$ cat config.mk
export PLATFORM = sky130hd
export DESIGN_NAME = sbus_frame_receiver
export DESIGN_NICKNAME = d
export VERILOG_FILES = /design/src/design/sfr_pkg.sv /design/src/design/sbus_frame_receiver.sv /design/src/design/sfr_front.sv /design/src/design/sfr_queue.sv /design/src/design/sfr_back.sv
export VERILOG_INCLUDE_DIRS = /design/src /design/src/design
export SDC_FILE = /design/constraint.sdc
export NUM_CORES = 1
export LEC_CHECK = 0
export ABC_AREA = 1
export BUFFER_PORTS_ARGS = -buffer_cell sky130_fd_sc_hd__buf_2
export CORE_UTILIZATION = 30
export CTS_BUF_LIST = sky130_fd_sc_hd__clkbuf_4 sky130_fd_sc_hd__clkbuf_8
export DETAILED_ROUTE_END_ITERATION = 8
export PLACE_DENSITY = 0.44
export REMOVE_ABC_BUFFERS = 1
export SETUP_SLACK_MARGIN = 0.1
export SLEW_MARGIN = 20
export SYNTH_ARGS = -nofsm -noshare
export SYNTH_HDL_FRONTEND = slang
export SYNTH_HIERARCHICAL = 1
export SYNTH_SLANG_ARGS = --single-unit
$ cat constraint.sdc
create_clock -name clk -period 17.2 [get_ports clk]
set_input_delay 1.72 -clock clk [delete_from_list [all_inputs] [get_ports clk]]
set_output_delay 1.72 -clock clk [all_outputs]
set_load 0.02 [all_outputs]
$ cat src/design/sbus_frame_receiver_macros.svh
// assertion macros used by the sbus frame receiver queue module
`ifndef SBUS_FRAME_RECEIVER_MACROS_SVH
`define SBUS_FRAME_RECEIVER_MACROS_SVH

// property must hold at every rising clock edge outside reset
`define SFR_ASSERT(lbl, clk, rst, prop, msg) \
  lbl: assert property (@(posedge clk) disable iff (rst) prop) else $error(msg);

// expression must never be true outside reset
`define SFR_ASSERT_NEVER(lbl, clk, rst, expr, msg) \
  `SFR_ASSERT(lbl, clk, rst, !(expr), msg)

`endif

$ cat src/design/sfr_pkg.sv
// types and constants of the sbus frame receiver
`default_nettype none
package sfr_pkg;

  localparam int PAYLOAD_BYTES = 23;
  localparam int NUM_CH        = 16;
  localparam int CH_BITS       = 11;
  localparam int CH_DATA_BITS  = NUM_CH * CH_BITS;
  localparam int CH_DATA_BYTES = CH_DATA_BITS / 8;
  localparam int COUNT_W       = $clog2(PAYLOAD_BYTES + 1);
  localparam int INDEX_W       = $clog2(PAYLOAD_BYTES);
  localparam int CH_IDX_W      = $clog2(NUM_CH);
  localparam int QUEUE_DEPTH   = 2;
  localparam int PTR_W         = (QUEUE_DEPTH > 1) ? $clog2(QUEUE_DEPTH) : 1;
  localparam int QCOUNT_W      = $clog2(QUEUE_DEPTH + 1);

  localparam logic [7:0] HDR_BYTE = 8'h0F;
  localparam logic [7:0] FTR_BYTE = 8'h00;

  localparam int FLAG_BIT_A  = 7;
  localparam int FLAG_BIT_B  = 6;
  localparam int FLAG_BIT_FS = 4;

  typedef enum logic [1:0] {
    PH_IDLE = 2'd0,
    PH_DATA = 2'd1,
    PH_FOOT = 2'd2
  } phase_t;

  typedef struct packed {
    logic [7:0]              flags;
    logic [CH_DATA_BITS-1:0] bits;
  } frame_t;

  typedef struct packed {
    logic full;
    logic empty;
  } queue_status_t;

endpackage
`default_nettype wire

$ cat src/design/sbus_frame_receiver.sv
// sbus frame receiver: byte parser, frame queue and channel sequencer
// the first channel result of a frame passes the frame queue and the output register after the footer transaction
// throughput: one byte per cycle in while not stalled; sixteen results per frame, one per cycle
// while out_stall is low, set by the channel sequencer stepping through the queued frame
// input stalls only while both frame queue entries are occupied
// reset: synchronous, active high; parser idle, queue empty, no result pending
`default_nettype none
module sbus_frame_receiver (
  input  logic                         clk,
  input  logic                         rst,
  input  logic                         in_valid,
  output logic                         in_stall,
  input  logic [7:0]                   rx_byte,
  output logic                         out_valid,
  input  logic                         out_stall,
  output logic [sfr_pkg::CH_IDX_W-1:0] channel_index,
  output logic [sfr_pkg::CH_BITS-1:0]  channel_value,
  output logic                         digital_a,
  output logic                         digital_b,
  output logic                         failsafe_active,
  output logic                         last_of_frame
);
  import sfr_pkg::*;

  queue_status_t status;
  frame_t        push_frame;
  frame_t        head;
  logic          push;
  logic          pop;

  sfr_front u_front (
    .clk      (clk),
    .rst      (rst),
    .in_valid (in_valid),
    .in_stall (in_stall),
    .rx_byte  (rx_byte),
    .status   (status),
    .push     (push),
    .frame    (push_frame)
  );

  sfr_queue u_queue (
    .clk        (clk),
    .rst        (rst),
    .push       (push),
    .push_frame (push_frame),
    .pop        (pop),
    .head       (head),
    .status     (status)
  );

  sfr_back u_back (
    .clk             (clk),
    .rst             (rst),
    .head            (head),
    .status          (status),
    .pop             (pop),
    .out_valid       (out_valid),
    .out_stall       (out_stall),
    .channel_index   (channel_index),
    .channel_value   (channel_value),
    .digital_a       (digital_a),
    .digital_b       (digital_b),
    .failsafe_active (failsafe_active),
    .last_of_frame   (last_of_frame)
  );

endmodule
`default_nettype wire

$ cat src/design/sfr_front.sv
// byte parser: header, payload capture and footer detection
`default_nettype none
module sfr_front (
  input  logic                  clk,
  input  logic                  rst,
  input  logic                  in_valid,
  output logic                  in_stall,
  input  logic [7:0]            rx_byte,
  input  sfr_pkg::queue_status_t status,
  output logic                  push,
  output sfr_pkg::frame_t       frame
);
  import sfr_pkg::*;

  phase_t             phase, phase_next;
  logic [COUNT_W-1:0] count, count_next;
  logic [7:0]         store [PAYLOAD_BYTES];
  logic               accept;
  logic               store_we;

  assign in_stall = status.full;
  assign accept   = in_valid && !status.full;

  always_comb begin
    phase_next = phase;
    count_next = count;
    push       = 1'b0;
    store_we   = 1'b0;
    if (accept) begin
      case (phase)
        PH_DATA: begin
          store_we   = 1'b1;
          count_next = count + COUNT_W'(1);
          if (count_next >= COUNT_W'(PAYLOAD_BYTES)) begin
            phase_next = PH_FOOT;
          end
        end
        PH_FOOT: begin
          // any other byte is dropped while waiting for the footer
          if (rx_byte == FTR_BYTE) begin
            push       = 1'b1;
            phase_next = PH_IDLE;
          end
        end
        default: begin
          phase_next = PH_IDLE;
          if (rx_byte == HDR_BYTE) begin
            phase_next = PH_DATA;
            count_next = '0;
          end
        end
      endcase
    end
  end

  always_ff @(posedge clk) begin
    if (rst) begin
      phase <= PH_IDLE;
      count <= '0;
    end else begin
      phase <= phase_next;
      count <= count_next;
    end
  end

  always_ff @(posedge clk) begin
    if (store_we) begin
      store[count[INDEX_W-1:0]] <= rx_byte;
    end
  end

  // little-endian bit stream of the channel bytes
  always_comb begin
    for (int i = 0; i < CH_DATA_BYTES; i++) begin
      frame.bits[8*i +: 8] = store[i];
    end
    frame.flags = store[PAYLOAD_BYTES-1];
  end

endmodule
`default_nettype wire

$ cat src/design/sfr_queue.sv
// short frame queue between parser and channel sequencer
`default_nettype none
module sfr_queue (
  input  logic                   clk,
  input  logic                   rst,
  input  logic                   push,
  input  sfr_pkg::frame_t        push_frame,
  input  logic                   pop,
  output sfr_pkg::frame_t        head,
  output sfr_pkg::queue_status_t status
);
  import sfr_pkg::*;
  `include "sbus_frame_receiver_macros.svh"

  frame_t              mem [QUEUE_DEPTH];
  logic [PTR_W-1:0]    wr_ptr, rd_ptr;
  logic [QCOUNT_W-1:0] count;

  assign status.full  = (count == QCOUNT_W'(QUEUE_DEPTH));
  assign status.empty = (count == '0);
  assign head         = mem[rd_ptr];

  function automatic logic [PTR_W-1:0] ptr_inc(input logic [PTR_W-1:0] p);
    if (p == PTR_W'(QUEUE_DEPTH - 1)) begin
      return '0;
    end
    return p + PTR_W'(1);
  endfunction

  always_ff @(posedge clk) begin
    if (rst) begin
      wr_ptr <= '0;
      rd_ptr <= '0;
      count  <= '0;
    end else begin
      if (push) begin
        wr_ptr <= ptr_inc(wr_ptr);
      end
      if (pop) begin
        rd_ptr <= ptr_inc(rd_ptr);
      end
      if (push && !pop) begin
        count <= count + QCOUNT_W'(1);
      end else if (pop && !push) begin
        count <= count - QCOUNT_W'(1);
      end
    end
  end

  always_ff @(posedge clk) begin
    if (push) begin
      mem[wr_ptr] <= push_frame;
    end
  end

  `SFR_ASSERT_NEVER(a_no_push_full, clk, rst, push && status.full, "push into full queue")
  `SFR_ASSERT_NEVER(a_no_pop_empty, clk, rst, pop && status.empty, "pop from empty queue")
  `SFR_ASSERT(a_count_range, clk, rst, count <= QCOUNT_W'(QUEUE_DEPTH), "queue count overrun")
  `SFR_ASSERT(a_count_up, clk, rst, (push && !pop) |=> (count == $past(count) + QCOUNT_W'(1)), "queue count lost a push")

endmodule
`default_nettype wire

$ cat src/design/sfr_back.sv
// channel sequencer: unpacks one channel per cycle into the output register while it is free or being taken
`default_nettype none
module sfr_back (
  input  logic                             clk,
  input  logic                             rst,
  input  sfr_pkg::frame_t                  head,
  input  sfr_pkg::queue_status_t           status,
  output logic                             pop,
  output logic                             out_valid,
  input  logic                             out_stall,
  output logic [sfr_pkg::CH_IDX_W-1:0]     channel_index,
  output logic [sfr_pkg::CH_BITS-1:0]      channel_value,
  output logic                             digital_a,
  output logic                             digital_b,
  output logic                             failsafe_active,
  output logic                             last_of_frame
);
  import sfr_pkg::*;

  localparam logic [CH_IDX_W-1:0] LAST_CH = CH_IDX_W'(NUM_CH - 1);

  logic [CH_IDX_W-1:0] ch;
  logic                load;
  logic                issue;

  // output register free or its transaction completes this cycle
  assign load  = !out_valid || !out_stall;
  assign issue = load && !status.empty;
  assign pop   = issue && (ch == LAST_CH);

  always_ff @(posedge clk) begin
    if (rst) begin
      out_valid <= 1'b0;
      ch        <= '0;
    end else begin
      if (load) begin
        out_valid <= !status.empty;
      end
      if (issue) begin
        ch <= (ch == LAST_CH) ? '0 : ch + CH_IDX_W'(1);
      end
    end
  end

  always_ff @(posedge clk) begin
    if (issue) begin
      channel_index   <= ch;
      channel_value   <= head.bits[ch*CH_BITS +: CH_BITS];
      digital_a       <= head.flags[FLAG_BIT_A];
      digital_b       <= head.flags[FLAG_BIT_B];
      failsafe_active <= head.flags[FLAG_BIT_FS];
      last_of_frame   <= (ch == LAST_CH);
    end
  end

endmodule
`default_nettype wire

==> results.sh <==
export IMPL_p_leak_uw=0.00924
export IMPL_reg2reg_from="u_queue/count[1]"
export IMPL_power_uw=2820
export IMPL_r2r_end="u_queue/mem[0][46]"
export IMPL_syn_area_um2=22400
export IMPL_gp_congestion=0.761
export IMPL_vias=11900
export IMPL_min_path_cells=0
export IMPL_firstDrtPassIters=5
export IMPL_via_per_inst=4.46
export IMPL_final_setup_worst_slack_ns=12.58
export IMPL_yosysWarningCount=6
export IMPL_sw_frac_of_total=0.203
export IMPL_worstMarginPinSlew_ns=1.27
export IMPL_crit_type="input port to flop"
export IMPL_p_comb_frac=0.008
export IMPL_reg2reg_depth=8
export IMPL_p_clk_frac=0.454
export IMPL_grt_ovfl_total=0
export IMPL_cts_tree="yes"
export IMPL_drv_cap=0
export IMPL_clock_sinks=573
export IMPL_critPathMaxFanout=156
export IMPL_setup_worst_path_end_class="flop"
export IMPL_grt_start_max_net_pins=157
export IMPL_root_buffer="clkbuf_8"
export IMPL_finalNetCount=1643
export IMPL_grt_pass1_wl_um=80000
export IMPL_dp_hpwl_um=29600
export IMPL_period_share=0.269
export IMPL_n_fill_cell=7149
export IMPL_syn_inst=1522
export IMPL_hold_ws_ns=0.414
export IMPL_clockBufferDepth=3
export IMPL_cts_resized=0
export IMPL_clk_latency_ns=0.69
export IMPL_first_global_vias=12200
export IMPL_p_per_area_nw_per_um2=110
export IMPL_rsz0062_at_grt="false"
export IMPL_hp_class="flop to flop"
export IMPL_wl_per_cell_um=20.7
export IMPL_worst_endpoint_arrival_ns=4.89
export IMPL_initial_core_util=0.305
export IMPL_area_growth_pct=14.5
export IMPL_die_y_um=275
export IMPL_grt_util_all_layers=0.148
export IMPL_required_ns=17.47
export IMPL_ctsHtreeMaxLevel=3
export IMPL_fin_tns_setup_ns=0
export IMPL_min_period_ns=4.62
export IMPL_routed_wl_um=55200
export IMPL_slew_limit_headroom=0.156
export IMPL_chipWidth_um=275
export IMPL_min_to="u_queue/mem[1][14]"
export IMPL_layout_cells_non_filler=2661
export IMPL_core_area_um2=73500
export IMPL_skew_ns=0.0390
export IMPL_peakVddDrop_uv=45.1
export IMPL_num_io_pins=33
export IMPL_portBuffers=32
export IMPL_drtIter0Drc=842
export IMPL_intPower_uw=2250
export IMPL_drcViolationCount=0
export IMPL_timing_fmax_mhz=216
export IMPL_hold_viol_final=0
export IMPL_cts_buffers_inserted=100
export IMPL_startpoint_type="input port"
export IMPL_antenna_found_initial=2
export IMPL_placed_cells=2479
export IMPL_clk_pin_slew_worst_paths_ns=0.05
export IMPL_rrSetupSlack_ns=13.43
export IMPL_dieArea_um2=75900
export IMPL_drive_above_1_share=0.239
export IMPL_synth_avg_cell_area_um2=14.7
export IMPL_power_switching_uw=573
export IMPL_slew_violations=0
export IMPL_status="complete, no violations"
export IMPL_post_cts_setup_buffers=0
export IMPL_min_from="u_front/store[1][6]"
export IMPL_pre_cts_ws_ns=11.72
export IMPL_finalSetupViolCount=0
export IMPL_ant_nets=0
export IMPL_seqPwrFrac=0.538
export IMPL_rows=99
export IMPL_holdBufCountCts=0
-- layer usage --
layer | part of all wire | global-route usage | routed length (um) | up-vias
met5 | 0 | 0 | 0 | -
met4 | 0.031 | 0.0600 | 1710 | 0
met3 | 0.044 | 0.0255 | 2410 | 97
met2 | 0.46 | 0.234 | 25500 | 286
met1 | 0.46 | 0.201 | 25500 | 5992
li1 | - | - | - | 5505
-- how the worst max path moves through the flow --
stage	start	to
floorplan	in_valid	u_queue/mem[0][0]
global placement	rx_byte[6]	u_queue/mem[1][162]
CTS	rx_byte[6]	u_queue/mem[1][170]
detailed placement	rx_byte[6]	u_queue/mem[1][162]
finish	rx_byte[7]	u_queue/mem[0][46]
global route	rx_byte[6]	u_queue/mem[1][172]
-- power groups by stage --
stage / clock network [uW] / logic (uW) / registers, uW
final: 1280 / 23.9 / 1520
after global routing: 1390 / 26.6 / 1520
after CTS: 1330 / 25.2 / 1520
after detailed placement: 0 / 25.1 / 1550
after global placement: 0 / 24.8 / 1550
after floorplan: 0 / 6.65 / 1550
-- state kept, by name, indices dropped and copies added (netlist names), 2 cells and up, named ones only --
register              cells
u_back/ch                 4
u_back/channel_index      4
u_front/count             5
u_back/channel_value     11
u_queue/mem             358
u_queue/count             2
u_front/store           179
u_front/phase             2
-- layout make-up --
class                      count  area [um2]  share of cell area
antenna                        1        2.50           0.0000974
tap                          959        1200              0.0467
timing repair buffer          54         350              0.0136
sequential                   573       17000               0.664
clock buffer                 135        1690              0.0658
multi-input combinational    689        4230               0.165
inverter                     204         776              0.0302
clock inverter                46         389              0.0152
-- placed cells by master, fill, tap and decap left out, types with 3 or more instances in the layout --
cell	instances
a21oi_1	11
buf_2	32
buf_4	20
bufinv_16	6
clkbuf_4	27
clkbuf_8	108
clkinv_1	19
clkinv_2	16
dfxtp_1	14
edfxtp_1	556
ha_1	9
inv_1	199
inv_2	3
mux2_2	179
nand2_1	304
nand3_1	128
nor2_1	43
o21ai_0	3
-- through the flow --
step	instance area [um2]	utilization
floorplan	22000	-
global placement	23600	0.321
detailed placement	23600	0.321
CTS	25700	0.350
global route	25700	0.350
finish	25700	0.350
-- worst max-delay path, stage by stage --
cell	delay, ns
buf_2	0.10
buf_4	0.25
nor2_1	0.14
nand3_1	0.14
nor4_1	0.60
inv_1	0.17
nor2_4	0.65
buf_12	0.65
Note: power is estimated with default switching activity, not from simulation.
